File: src/rtl/indexed_binary_heap_queue_macros.svh
// assertion macros for the heap queue
`ifndef INDEXED_BINARY_HEAP_QUEUE_MACROS_SVH
`define INDEXED_BINARY_HEAP_QUEUE_MACROS_SVH

// implication checked in the same cycle
`define IBHQ_ASSERT_NOW(lbl, ante, cons, msg) \
  lbl: assert property (@(posedge clk_i) disable iff (!rst_ni) (ante) |-> (cons)) \
    else $error(msg);

// implication checked in the next cycle
`define IBHQ_ASSERT_NEXT(lbl, ante, cons, msg) \
  lbl: assert property (@(posedge clk_i) disable iff (!rst_ni) (ante) |=> (cons)) \
    else $error(msg);

`endif

File: src/rtl/ibhq_pkg.sv
package ibhq_pkg;

  localparam int unsigned CapacityDef    = 64;
  localparam int unsigned KeyBitsDef     = 32;
  localparam int unsigned IdBits         = 6;
  localparam int unsigned NumIds         = 64;
  localparam int unsigned KeyFieldBits   = 32;
  localparam int unsigned CountFieldBits = 7;
  localparam int unsigned CmdBits        = 2;
  localparam int unsigned StatusBits     = 2;

  localparam logic [CmdBits-1:0] CMD_PUSH   = 2'd0;
  localparam logic [CmdBits-1:0] CMD_POP    = 2'd1;
  localparam logic [CmdBits-1:0] CMD_REMOVE = 2'd2;
  localparam logic [CmdBits-1:0] CMD_SPARE  = 2'd3;

  localparam logic [StatusBits-1:0] ST_OK     = 2'd0;
  localparam logic [StatusBits-1:0] ST_EMPTY  = 2'd1;
  localparam logic [StatusBits-1:0] ST_FULL   = 2'd2;
  localparam logic [StatusBits-1:0] ST_ABSENT = 2'd3;

endpackage

File: src/rtl/ibhq_if.sv
interface ibhq_in_if import ibhq_pkg::*; ();
  logic                    valid;
  logic                    ready;
  logic [CmdBits-1:0]      cmd;
  logic [KeyFieldBits-1:0] key;
  logic [IdBits-1:0]       job_id;

  modport source (output valid, cmd, key, job_id, input ready);
  modport sink   (input valid, cmd, key, job_id, output ready);
endinterface

interface ibhq_out_if import ibhq_pkg::*; ();
  logic                      valid;
  logic                      ready;
  logic [IdBits-1:0]         out_job_id;
  logic [KeyFieldBits-1:0]   out_key;
  logic [StatusBits-1:0]     status;
  logic [CountFieldBits-1:0] entry_count;

  modport source (output valid, out_job_id, out_key, status, entry_count, input ready);
  modport sink   (input valid, out_job_id, out_key, status, entry_count, output ready);
endinterface

interface ibhq_cfg_if ();
  logic valid;
  logic ready;
  logic order_mode;

  modport source (output valid, order_mode, input ready);
  modport sink   (input valid, order_mode, output ready);
endinterface

File: src/rtl/ibhq_ram.sv
module ibhq_ram #(
  parameter int unsigned Depth = 64,
  parameter int unsigned Width = 8
) (
  input  logic                     clk_i,
  input  logic                     we_i,
  input  logic [$clog2(Depth)-1:0] waddr_i,
  input  logic [Width-1:0]         wdata_i,
  input  logic [$clog2(Depth)-1:0] raddr_i,
  output logic [Width-1:0]         rdata_o
);

  logic [Width-1:0] mem_q [Depth];

  always_ff @(posedge clk_i) begin
    if (we_i) begin
      mem_q[waddr_i] <= wdata_i;
    end
    rdata_o <= mem_q[raddr_i];
  end

endmodule

File: src/rtl/ibhq_better.sv
module ibhq_better #(
  parameter int unsigned KeyBits = 32
) (
  input  logic               min_mode_i,
  input  logic [KeyBits-1:0] a_i,
  input  logic [KeyBits-1:0] b_i,
  output logic               better_o
);

  // strict compare, ties never move
  assign better_o = min_mode_i ? (a_i < b_i) : (a_i > b_i);

endmodule

File: src/rtl/indexed_binary_heap_queue.sv
// channel  dir  beat fields
// in_i     in   cmd, key, job_id
// out_o    out  out_job_id, out_key, status, entry_count
// cfg_i    in   order_mode
// one command at a time: a command rejected in S_CMD goes straight to S_OUT; otherwise
// the entry sifts up a level at a time and, for a pop or for a remove that did not move
// up, then sifts down a level at a time before the result beat, unless the last entry was taken
// the single read port of the heap memory and the one shared comparator set the pace
// rst_ni clears count, presence bits and mode; memory contents need no reset
// in_i is not ready from acceptance until the result beat leaves out_o
module indexed_binary_heap_queue import ibhq_pkg::*; #(
  parameter int unsigned CAPACITY = CapacityDef,
  parameter int unsigned KEY_BITS = KeyBitsDef
) (
  input  logic       clk_i,
  input  logic       rst_ni,
  ibhq_in_if.sink    in_i,
  ibhq_out_if.source out_o,
  ibhq_cfg_if.sink   cfg_i
);

  localparam int unsigned PW = $clog2(CAPACITY);
  localparam int unsigned NW = $clog2(CAPACITY + 1);
  localparam int unsigned CW = PW + 2;
  localparam int unsigned EW = KEY_BITS + IdBits;

  localparam logic [3:0] S_IDLE   = 4'd0;
  localparam logic [3:0] S_CMD    = 4'd1;
  localparam logic [3:0] S_RDPOS  = 4'd2;
  localparam logic [3:0] S_RDRES  = 4'd3;
  localparam logic [3:0] S_RDLAST = 4'd4;
  localparam logic [3:0] S_UP     = 4'd5;
  localparam logic [3:0] S_UPCMP  = 4'd6;
  localparam logic [3:0] S_UPEND  = 4'd7;
  localparam logic [3:0] S_DN     = 4'd8;
  localparam logic [3:0] S_DNL    = 4'd9;
  localparam logic [3:0] S_DNR    = 4'd10;
  localparam logic [3:0] S_DNCMP  = 4'd11;
  localparam logic [3:0] S_FIN    = 4'd12;
  localparam logic [3:0] S_OUT    = 4'd13;

  logic [3:0]            state_q, state_d;
  logic [NW-1:0]         cnt_q, cnt_d;
  logic [NumIds-1:0]     present_q, present_d;
  logic                  mode_q;
  logic                  moved_q, moved_d;

  logic [CmdBits-1:0]    cmd_q, cmd_d;
  logic [KEY_BITS-1:0]   key_q, key_d;
  logic [IdBits-1:0]     id_q, id_d;
  logic [PW-1:0]         pos_q, pos_d;
  logic [KEY_BITS-1:0]   cur_key_q, cur_key_d;
  logic [IdBits-1:0]     cur_id_q, cur_id_d;
  logic [KEY_BITS-1:0]   ch_key_q, ch_key_d;
  logic [IdBits-1:0]     ch_id_q, ch_id_d;
  logic [PW-1:0]         ch_pos_q, ch_pos_d;
  logic [KEY_BITS-1:0]   res_key_q, res_key_d;
  logic [IdBits-1:0]     res_id_q, res_id_d;
  logic [StatusBits-1:0] res_st_q, res_st_d;

  logic                  h_we;
  logic [PW-1:0]         h_waddr, h_raddr;
  logic [EW-1:0]         h_wdata, h_rdata;
  logic [KEY_BITS-1:0]   rd_key;
  logic [IdBits-1:0]     rd_id;

  logic                  p_we;
  logic [IdBits-1:0]     p_waddr;
  logic [PW-1:0]         p_wdata, p_rdata;

  logic [KEY_BITS-1:0]   cmp_a, cmp_b;
  logic                  cmp_better;

  logic [CW-1:0]         lc, rc, cnt_w;

  assign rd_key = h_rdata[EW-1:IdBits];
  assign rd_id  = h_rdata[IdBits-1:0];
  assign lc     = CW'({pos_q, 1'b1});
  assign rc     = lc + 1'b1;
  assign cnt_w  = CW'(cnt_q);

  ibhq_ram #(.Depth(CAPACITY), .Width(EW)) u_heap (
    .clk_i   (clk_i),
    .we_i    (h_we),
    .waddr_i (h_waddr),
    .wdata_i (h_wdata),
    .raddr_i (h_raddr),
    .rdata_o (h_rdata)
  );

  ibhq_ram #(.Depth(NumIds), .Width(PW)) u_pos (
    .clk_i   (clk_i),
    .we_i    (p_we),
    .waddr_i (p_waddr),
    .wdata_i (p_wdata),
    .raddr_i (id_q),
    .rdata_o (p_rdata)
  );

  ibhq_better #(.KeyBits(KEY_BITS)) u_cmp (
    .min_mode_i (mode_q),
    .a_i        (cmp_a),
    .b_i        (cmp_b),
    .better_o   (cmp_better)
  );

  assign in_i.ready        = (state_q == S_IDLE);
  assign cfg_i.ready       = 1'b1;
  assign out_o.valid       = (state_q == S_OUT);
  assign out_o.out_job_id  = res_id_q;
  assign out_o.out_key     = KeyFieldBits'(res_key_q);
  assign out_o.status      = res_st_q;
  assign out_o.entry_count = CountFieldBits'(cnt_q);

  always_comb begin
    state_d   = state_q;
    cnt_d     = cnt_q;
    present_d = present_q;
    moved_d   = moved_q;
    cmd_d     = cmd_q;
    key_d     = key_q;
    id_d      = id_q;
    pos_d     = pos_q;
    cur_key_d = cur_key_q;
    cur_id_d  = cur_id_q;
    ch_key_d  = ch_key_q;
    ch_id_d   = ch_id_q;
    ch_pos_d  = ch_pos_q;
    res_key_d = res_key_q;
    res_id_d  = res_id_q;
    res_st_d  = res_st_q;
    h_we      = 1'b0;
    h_waddr   = pos_q;
    h_wdata   = {cur_key_q, cur_id_q};
    h_raddr   = pos_q;
    p_we      = 1'b0;
    p_waddr   = cur_id_q;
    p_wdata   = pos_q;
    cmp_a     = cur_key_q;
    cmp_b     = rd_key;

    unique case (state_q)
      S_IDLE: begin
        if (in_i.valid) begin
          cmd_d   = in_i.cmd;
          key_d   = KEY_BITS'(in_i.key);
          id_d    = in_i.job_id;
          state_d = S_CMD;
        end
      end
      S_CMD: begin
        res_key_d = '0;
        res_id_d  = '0;
        res_st_d  = ST_OK;
        moved_d   = 1'b0;
        h_raddr   = '0;
        pos_d     = '0;
        case (cmd_q)
          CMD_PUSH: begin
            if (cnt_q == NW'(CAPACITY)) begin
              res_st_d = ST_FULL;
              state_d  = S_OUT;
            end else if (present_q[id_q]) begin
              res_st_d = ST_ABSENT;
              state_d  = S_OUT;
            end else begin
              cur_key_d         = key_q;
              cur_id_d          = id_q;
              pos_d             = PW'(cnt_q);
              cnt_d             = cnt_q + 1'b1;
              present_d[id_q]   = 1'b1;
              state_d           = S_UP;
            end
          end
          CMD_POP: begin
            if (cnt_q == '0) begin
              res_st_d = ST_EMPTY;
              state_d  = S_OUT;
            end else begin
              state_d = S_RDRES;
            end
          end
          CMD_REMOVE: begin
            if (cnt_q == '0) begin
              res_st_d = ST_EMPTY;
              state_d  = S_OUT;
            end else if (!present_q[id_q]) begin
              res_st_d = ST_ABSENT;
              state_d  = S_OUT;
            end else begin
              state_d = S_RDPOS;
            end
          end
          default: begin
            state_d = S_OUT;
          end
        endcase
      end
      S_RDPOS: begin
        h_raddr = p_rdata;
        pos_d   = p_rdata;
        if (CW'(p_rdata) >= cnt_w) begin
          res_st_d = ST_ABSENT;
          state_d  = S_OUT;
        end else begin
          state_d = S_RDRES;
        end
      end
      S_RDRES: begin
        res_key_d         = rd_key;
        res_id_d          = rd_id;
        present_d[rd_id]  = 1'b0;
        cnt_d             = cnt_q - 1'b1;
        h_raddr           = PW'(cnt_q - 1'b1);
        state_d           = S_RDLAST;
      end
      S_RDLAST: begin
        cur_key_d = rd_key;
        cur_id_d  = rd_id;
        state_d   = (CW'(pos_q) == cnt_w) ? S_OUT : S_UP;
      end
      S_UP: begin
        h_raddr = (pos_q - 1'b1) >> 1;
        state_d = (pos_q == '0) ? S_UPEND : S_UPCMP;
      end
      S_UPCMP: begin
        cmp_a = cur_key_q;
        cmp_b = rd_key;
        if (cmp_better) begin
          h_we    = 1'b1;
          h_wdata = h_rdata;
          p_we    = 1'b1;
          p_waddr = rd_id;
          pos_d   = (pos_q - 1'b1) >> 1;
          moved_d = 1'b1;
          state_d = S_UP;
        end else begin
          state_d = S_UPEND;
        end
      end
      S_UPEND: begin
        state_d = (moved_q || cmd_q == CMD_PUSH) ? S_FIN : S_DN;
      end
      S_DN: begin
        h_raddr = lc[PW-1:0];
        state_d = (lc >= cnt_w) ? S_FIN : S_DNL;
      end
      S_DNL: begin
        ch_key_d = rd_key;
        ch_id_d  = rd_id;
        ch_pos_d = lc[PW-1:0];
        h_raddr  = rc[PW-1:0];
        state_d  = (rc < cnt_w) ? S_DNR : S_DNCMP;
      end
      S_DNR: begin
        cmp_a = rd_key;
        cmp_b = ch_key_q;
        if (cmp_better) begin
          ch_key_d = rd_key;
          ch_id_d  = rd_id;
          ch_pos_d = rc[PW-1:0];
        end
        state_d = S_DNCMP;
      end
      S_DNCMP: begin
        cmp_a = ch_key_q;
        cmp_b = cur_key_q;
        if (cmp_better) begin
          h_we    = 1'b1;
          h_wdata = {ch_key_q, ch_id_q};
          p_we    = 1'b1;
          p_waddr = ch_id_q;
          pos_d   = ch_pos_q;
          state_d = S_DN;
        end else begin
          state_d = S_FIN;
        end
      end
      S_FIN: begin
        h_we    = 1'b1;
        p_we    = 1'b1;
        state_d = S_OUT;
      end
      S_OUT: begin
        if (out_o.ready) begin
          state_d = S_IDLE;
        end
      end
      default: begin
        state_d = S_IDLE;
      end
    endcase
  end

  always_ff @(posedge clk_i or negedge rst_ni) begin
    if (!rst_ni) begin
      state_q   <= S_IDLE;
      cnt_q     <= '0;
      present_q <= '0;
      mode_q    <= 1'b0;
      moved_q   <= 1'b0;
    end else begin
      state_q   <= state_d;
      cnt_q     <= cnt_d;
      present_q <= present_d;
      moved_q   <= moved_d;
      if (cfg_i.valid) begin
        mode_q <= cfg_i.order_mode;
      end
    end
  end

  always_ff @(posedge clk_i) begin
    cmd_q     <= cmd_d;
    key_q     <= key_d;
    id_q      <= id_d;
    pos_q     <= pos_d;
    cur_key_q <= cur_key_d;
    cur_id_q  <= cur_id_d;
    ch_key_q  <= ch_key_d;
    ch_id_q   <= ch_id_d;
    ch_pos_q  <= ch_pos_d;
    res_key_q <= res_key_d;
    res_id_q  <= res_id_d;
    res_st_q  <= res_st_d;
  end

`include "indexed_binary_heap_queue_macros.svh"

  `IBHQ_ASSERT_NOW(a_cnt_bound, 1'b1, cnt_q <= NW'(CAPACITY), "count above capacity")
  `IBHQ_ASSERT_NOW(a_present_cnt, state_q == S_IDLE, $countones(present_q) == int'(cnt_q), "presence bits disagree with count")
  `IBHQ_ASSERT_NEXT(a_accept_cmd, in_i.valid && in_i.ready, state_q == S_CMD && !out_o.valid, "accepted beat not taken up")

endmodule

File: src/flat_wrapper.sv
// flat-port wrapper written by rule: the top's interface ports become plain ports
module indexed_binary_heap_queue_flat import ibhq_pkg::*;
#(
  parameter int unsigned CAPACITY = CapacityDef,
  parameter int unsigned KEY_BITS = KeyBitsDef
)
  (clk_i, rst_ni, in_i_valid, in_i_cmd, in_i_key, in_i_job_id, in_i_ready, out_o_valid, out_o_out_job_id, out_o_out_key, out_o_status, out_o_entry_count, out_o_ready, cfg_i_valid, cfg_i_order_mode, cfg_i_ready);
  ibhq_in_if in_i_i ();
  ibhq_out_if out_o_i ();
  ibhq_cfg_if cfg_i_i ();
  input  logic clk_i;
  input  logic rst_ni;
  input wire logic [$bits(in_i_i.valid)-1:0] in_i_valid;
  input wire logic [$bits(in_i_i.cmd)-1:0] in_i_cmd;
  input wire logic [$bits(in_i_i.key)-1:0] in_i_key;
  input wire logic [$bits(in_i_i.job_id)-1:0] in_i_job_id;
  output wire logic [$bits(in_i_i.ready)-1:0] in_i_ready;
  output wire logic [$bits(out_o_i.valid)-1:0] out_o_valid;
  output wire logic [$bits(out_o_i.out_job_id)-1:0] out_o_out_job_id;
  output wire logic [$bits(out_o_i.out_key)-1:0] out_o_out_key;
  output wire logic [$bits(out_o_i.status)-1:0] out_o_status;
  output wire logic [$bits(out_o_i.entry_count)-1:0] out_o_entry_count;
  input wire logic [$bits(out_o_i.ready)-1:0] out_o_ready;
  input wire logic [$bits(cfg_i_i.valid)-1:0] cfg_i_valid;
  input wire logic [$bits(cfg_i_i.order_mode)-1:0] cfg_i_order_mode;
  output wire logic [$bits(cfg_i_i.ready)-1:0] cfg_i_ready;
  assign in_i_i.valid = in_i_valid;
  assign in_i_i.cmd = in_i_cmd;
  assign in_i_i.key = in_i_key;
  assign in_i_i.job_id = in_i_job_id;
  assign in_i_ready = in_i_i.ready;
  assign out_o_valid = out_o_i.valid;
  assign out_o_out_job_id = out_o_i.out_job_id;
  assign out_o_out_key = out_o_i.out_key;
  assign out_o_status = out_o_i.status;
  assign out_o_entry_count = out_o_i.entry_count;
  assign out_o_i.ready = out_o_ready;
  assign cfg_i_i.valid = cfg_i_valid;
  assign cfg_i_i.order_mode = cfg_i_order_mode;
  assign cfg_i_ready = cfg_i_i.ready;
  indexed_binary_heap_queue #(.CAPACITY(CAPACITY), .KEY_BITS(KEY_BITS)) u_core (.clk_i(clk_i), .rst_ni(rst_ni), .in_i(in_i_i), .out_o(out_o_i), .cfg_i(cfg_i_i));
endmodule
File: config.mk
export PLATFORM = sky130hd
export DESIGN_NAME = indexed_binary_heap_queue_flat
export DESIGN_NICKNAME = d
export VERILOG_FILES = /design/src/rtl/ibhq_pkg.sv /design/src/rtl/ibhq_if.sv /design/src/rtl/ibhq_ram.sv /design/src/rtl/ibhq_better.sv /design/src/rtl/indexed_binary_heap_queue.sv /design/src/flat_wrapper.sv
export VERILOG_INCLUDE_DIRS = /design/src /design/src/rtl
export SDC_FILE = /design/constraint.sdc
export NUM_CORES = 2
export LEC_CHECK = 0
export BUFFER_PORTS_ARGS = -buffer_cell sky130_fd_sc_hd__buf_2
export CAP_MARGIN = 20
export CORE_AREA = 3 3 570 572
export DETAILED_ROUTE_END_ITERATION = 7
export DIE_AREA = 0 0 573 575
export SETUP_SLACK_MARGIN = 0.2
export SYNTH_ARGS = -nofsm -noshare
export SYNTH_HDL_FRONTEND = slang
export SYNTH_SLANG_ARGS = --single-unit
File: constraint.sdc
create_clock -name clk_i -period 7.1 [get_ports clk_i]
set_input_delay 0.71 -clock clk_i [delete_from_list [all_inputs] [get_ports clk_i]]
set_output_delay 0.71 -clock clk_i [all_outputs]
set_load 0.05 [all_outputs]
==> metrics <==
outcome=finished, final reports clean; VDD IR-drop max=0.000522 V; Wirelength per Cell=~26 µm; CP Capture Type=flop; worst hold stages=1; share of cells above drive strength 1=between 10% and 20%; Initial Utilization=38.9%; Global Route met3 Usage=under 10%; Worst Path Arrival=7.30 ns; syn nets=approximately 9.2k; Slew @ Worst Pin=roughly 1.2 ns; post_cts resized=0; # IOs=96; clock buffer count from CTS=roughly 310; synthesized area=125000 µm²; mux cell area share after synthesis=2.59%; Filler Cell Count=between 20k and 30k; DIE WIDTH=around 570 µm; htree depth=5; Pleak=47.8 nW; first-pass GRT wire length=approximately 530 mm; P&R area growth vs syn=13.9%; Syn Inst Count=between 9k and 10k; Clock Skew=approximately 0.10 ns; syn avg cell area=13.7 µm²; commonest non-fill, non-tap cells in the layout=edfxtp_1 (2984), nand2_1 (2197), nand3_1 (725); clock-pin slew on the worst setup and hold paths=0.06 ns; routed wire length=between 300 and 400 mm; final setup vio count=0; clock root buffer=clkbuf_16; CTS tree=yes; Post-Synth Adder-Cell Area=0.542%; main flop type after synthesis=edfxtp_1; vias in the first global route=roughly 76k; worst hold slack=0.0559 ns; Max clock buf depth=4; critical path peak fanout=65; gr ovfl total=0; GR Util met2=between 30% and 40%; max cap viols=0; Max Slew Vio Count=0; worst path required time=~8 ns; Synth Area in Simple Gates=a little over an eighth; post-synthesis xor/xnor area fraction=less than 1%; Final min period=around 6.6 ns; CP Launch Type=flop; HPWL after detailed placement=approximately 210 mm; DR vias/cell=just under 6; fmax=about 150 MHz; unique cell type count in the Yosys netlist=89; Die Span Y=~580 µm; Skew-Pair Late Insertion Delay=approximately 0.9 ns; largest family of logic cells by synthesized area=simple AND/OR/NAND/NOR gates; fin nets=9357; drt pass-1 iters=8; normalized max-slew margin=a little under a fifth; R2R cell count=12; kind of critical path=flop to flop; yosys warns=0; Seq cells post-synth=3105; post-route worst setup slack=roughly 0.52 ns; clock sink count=3105; RSZ-0062 raised after global routing=false; Via Count=roughly 80k; initial DRC count=roughly 10k; gr busiest metal=met2; Core Area=between 300000 and 400000 µm²; die area=between 300000 and 400000 µm²; FP Rows=~210; Post-CTS Setup Repair Bufs=0; antenna-violating nets left=0; GR Layer Usage met1=a little over 30%; Compound-Gate Fraction of Synth Area=under 10%; post-synthesis sequential area ratio=around three quarters; DP Worst Slack=a little under 0.8 ns; Hold Fails Final Rpt=0; largest net degree at the start of global routing=approximately 140; final RePlAce weighted congestion=approximately 0.9; FFs w/ async S/R, synth=2.48%; initial antenna violation count=24; Tcrit/Tclk final=92.7%; worst hold path type=primary input to flop; EDFF count, synth=2984; GRT Overall Usage=between 20% and 30%; PD cells=509 nW/µm²; Post-route DRC=0; commonest non-fill, non-tap cell in the layout=edfxtp_1; PortBufs=94
[synth_stat cells, types with 13 or more instances]
cell / instances / area, µm²
edfxtp_1: 2984 / 89600
nand2_1: 2198 / 8250
nand3_1: 727 / 3640
clkbuf_1: 386 / 1450
nor2_1: 275 / 1030
and3_1: 271 / 1700
o21ai_0: 244 / 1220
a21oi_1: 237 / 1190
a31oi_1: 182 / 1140
a22oi_1: 179 / 1340
a311oi_1: 146 / 1280
buf_2: 117 / 586
mux2i_1: 91 / 911
mux4_2: 80 / 1800
dfrtp_1: 77 / 1930
nor3_1: 70 / 350
buf_1: 69 / 259
and2_1: 67 / 419
ha_1: 54 / 676
dfxtp_1: 44 / 881
mux2_2: 44 / 495
nand4_1: 43 / 269
a221oi_1: 38 / 333
and4_1: 38 / 333
o22ai_1: 38 / 238
a22o_1: 34 / 298
a2111oi_0: 31 / 272
buf_4: 29 / 218
o21ai_1: 28 / 140
a32oi_1: 24 / 210
xnor2_1: 24 / 210
inv_1: 20 / 75.1
nor2b_1: 20 / 125
o211ai_1: 16 / 120
a211oi_1: 14 / 105
nand3b_1: 14 / 105
nand2b_1: 13 / 81.3
[metal layers]
metal,vias to the layer above,wire [µm]
met3,616,35100
met2,4055,166000
met1,40500,152000
met4,10,9110
met5,-,66
li1,34500,-
[sequential cells by signal, summed over array words and instances (netlist names), 7 cells and up]
signal and flops:
u_core.key_q 32, u_core.cur_key_q 32, u_core.out_o.entry_count 7, u_core.u_heap.rdata_o 38, u_core.present_q 64, u_core.ch_key_q 32
u_core.u_pos.mem_q 384, u_core.out_o.out_key 32, u_core.u_heap.mem_q 2432
[worst max-delay path: stages, from the launching register on]
cell and delay, ns:
dfrtp_4 1.10, buf_4 0.46, nand2b_1 0.22, o22ai_1 0.68, buf_4 0.29, o2111ai_4 0.59, buf_4 0.54, buf_4 0.32
and3_1 0.20, a311oi_1 0.29, a31oi_1 0.11, a2111oi_2 1.03, and4_1 0.55
[cells by family after synthesis]
| group | Yosys count |
|---|---|
| muxes | 217 |
| and+or+nand+nor | 3796 |
| other | 1 |
| buffers and inverters | 629 |
| AOI/OAI and AO/OA | 1293 |
| xor gates and xnor gates | 33 |
| DFF | 3105 |
| adders and majority gates | 54 |
[what timing repair did]
action | 4_1_cts | 5_1_grt
setup endpoints to repair | 0 | 0
endpoints found under the hold margin | 42 | 0
hold buffers | 38 | 0
[worst paths after layout]
| check | startpoint | to | slack, ns |
|---|---|---|---|
| setup / recovery | u_core.state_q[0] | u_core.u_heap.rdata_o[5] | 0.52 |
| hold / removal | in_i_job_id[1] | u_core.id_q[1] | 0.06 |
| setup reg to reg | u_core.state_q[0] | u_core.u_heap.rdata_o[5] | 0.52 |
| hold reg to reg | u_core.present_q[52] | u_core.present_q[52] | 0.50 |
| max in group asynchronous | rst_ni | u_core.present_q[39] | 6.29 |
| min in group asynchronous | rst_ni | u_core.mode_q | 0.22 |
[stage by stage]
step | cells | TNS [ns] | total power [mW] | area [µm²] | utilization [%]
after global placement | 13200 | -0.867 | 55.4 | 131000 | 41.0
after floorplan | 9128 | -355.38 | 43.2 | 125000 | -
after detailed placement | 13200 | 0 | 55.9 | 132000 | 41.0
final | 13800 | 0 | 72.3 | 142000 | 44.3
after CTS | 13800 | 0 | 72.0 | 142000 | 44.3
after global routing | 13800 | 0 | 75.5 | 142000 | 44.3
[layout make-up]
cell class	count	area, µm²	area share [%]
Clock inverter	149	1450	1.02
Clock buffer	403	8480	5.97
Sequential cell	3105	92400	65.1
Multi-Input combinational cell	5394	30600	21.5
Inverter	24	90.1	0.0634
Antenna cell	4	10.0	0.00705
Tap cell	4305	5390	3.79
Timing Repair Buffer	418	3580	2.52
[power by group]
| group | switching (mW) | internal, mW |
|---|---|---|
| combinational | 23.1 | 8.61 |
| clock | 6.88 | 9.34 |
| sequential | 0.962 | 23.4 |
(Power assumes the default switching activity.)
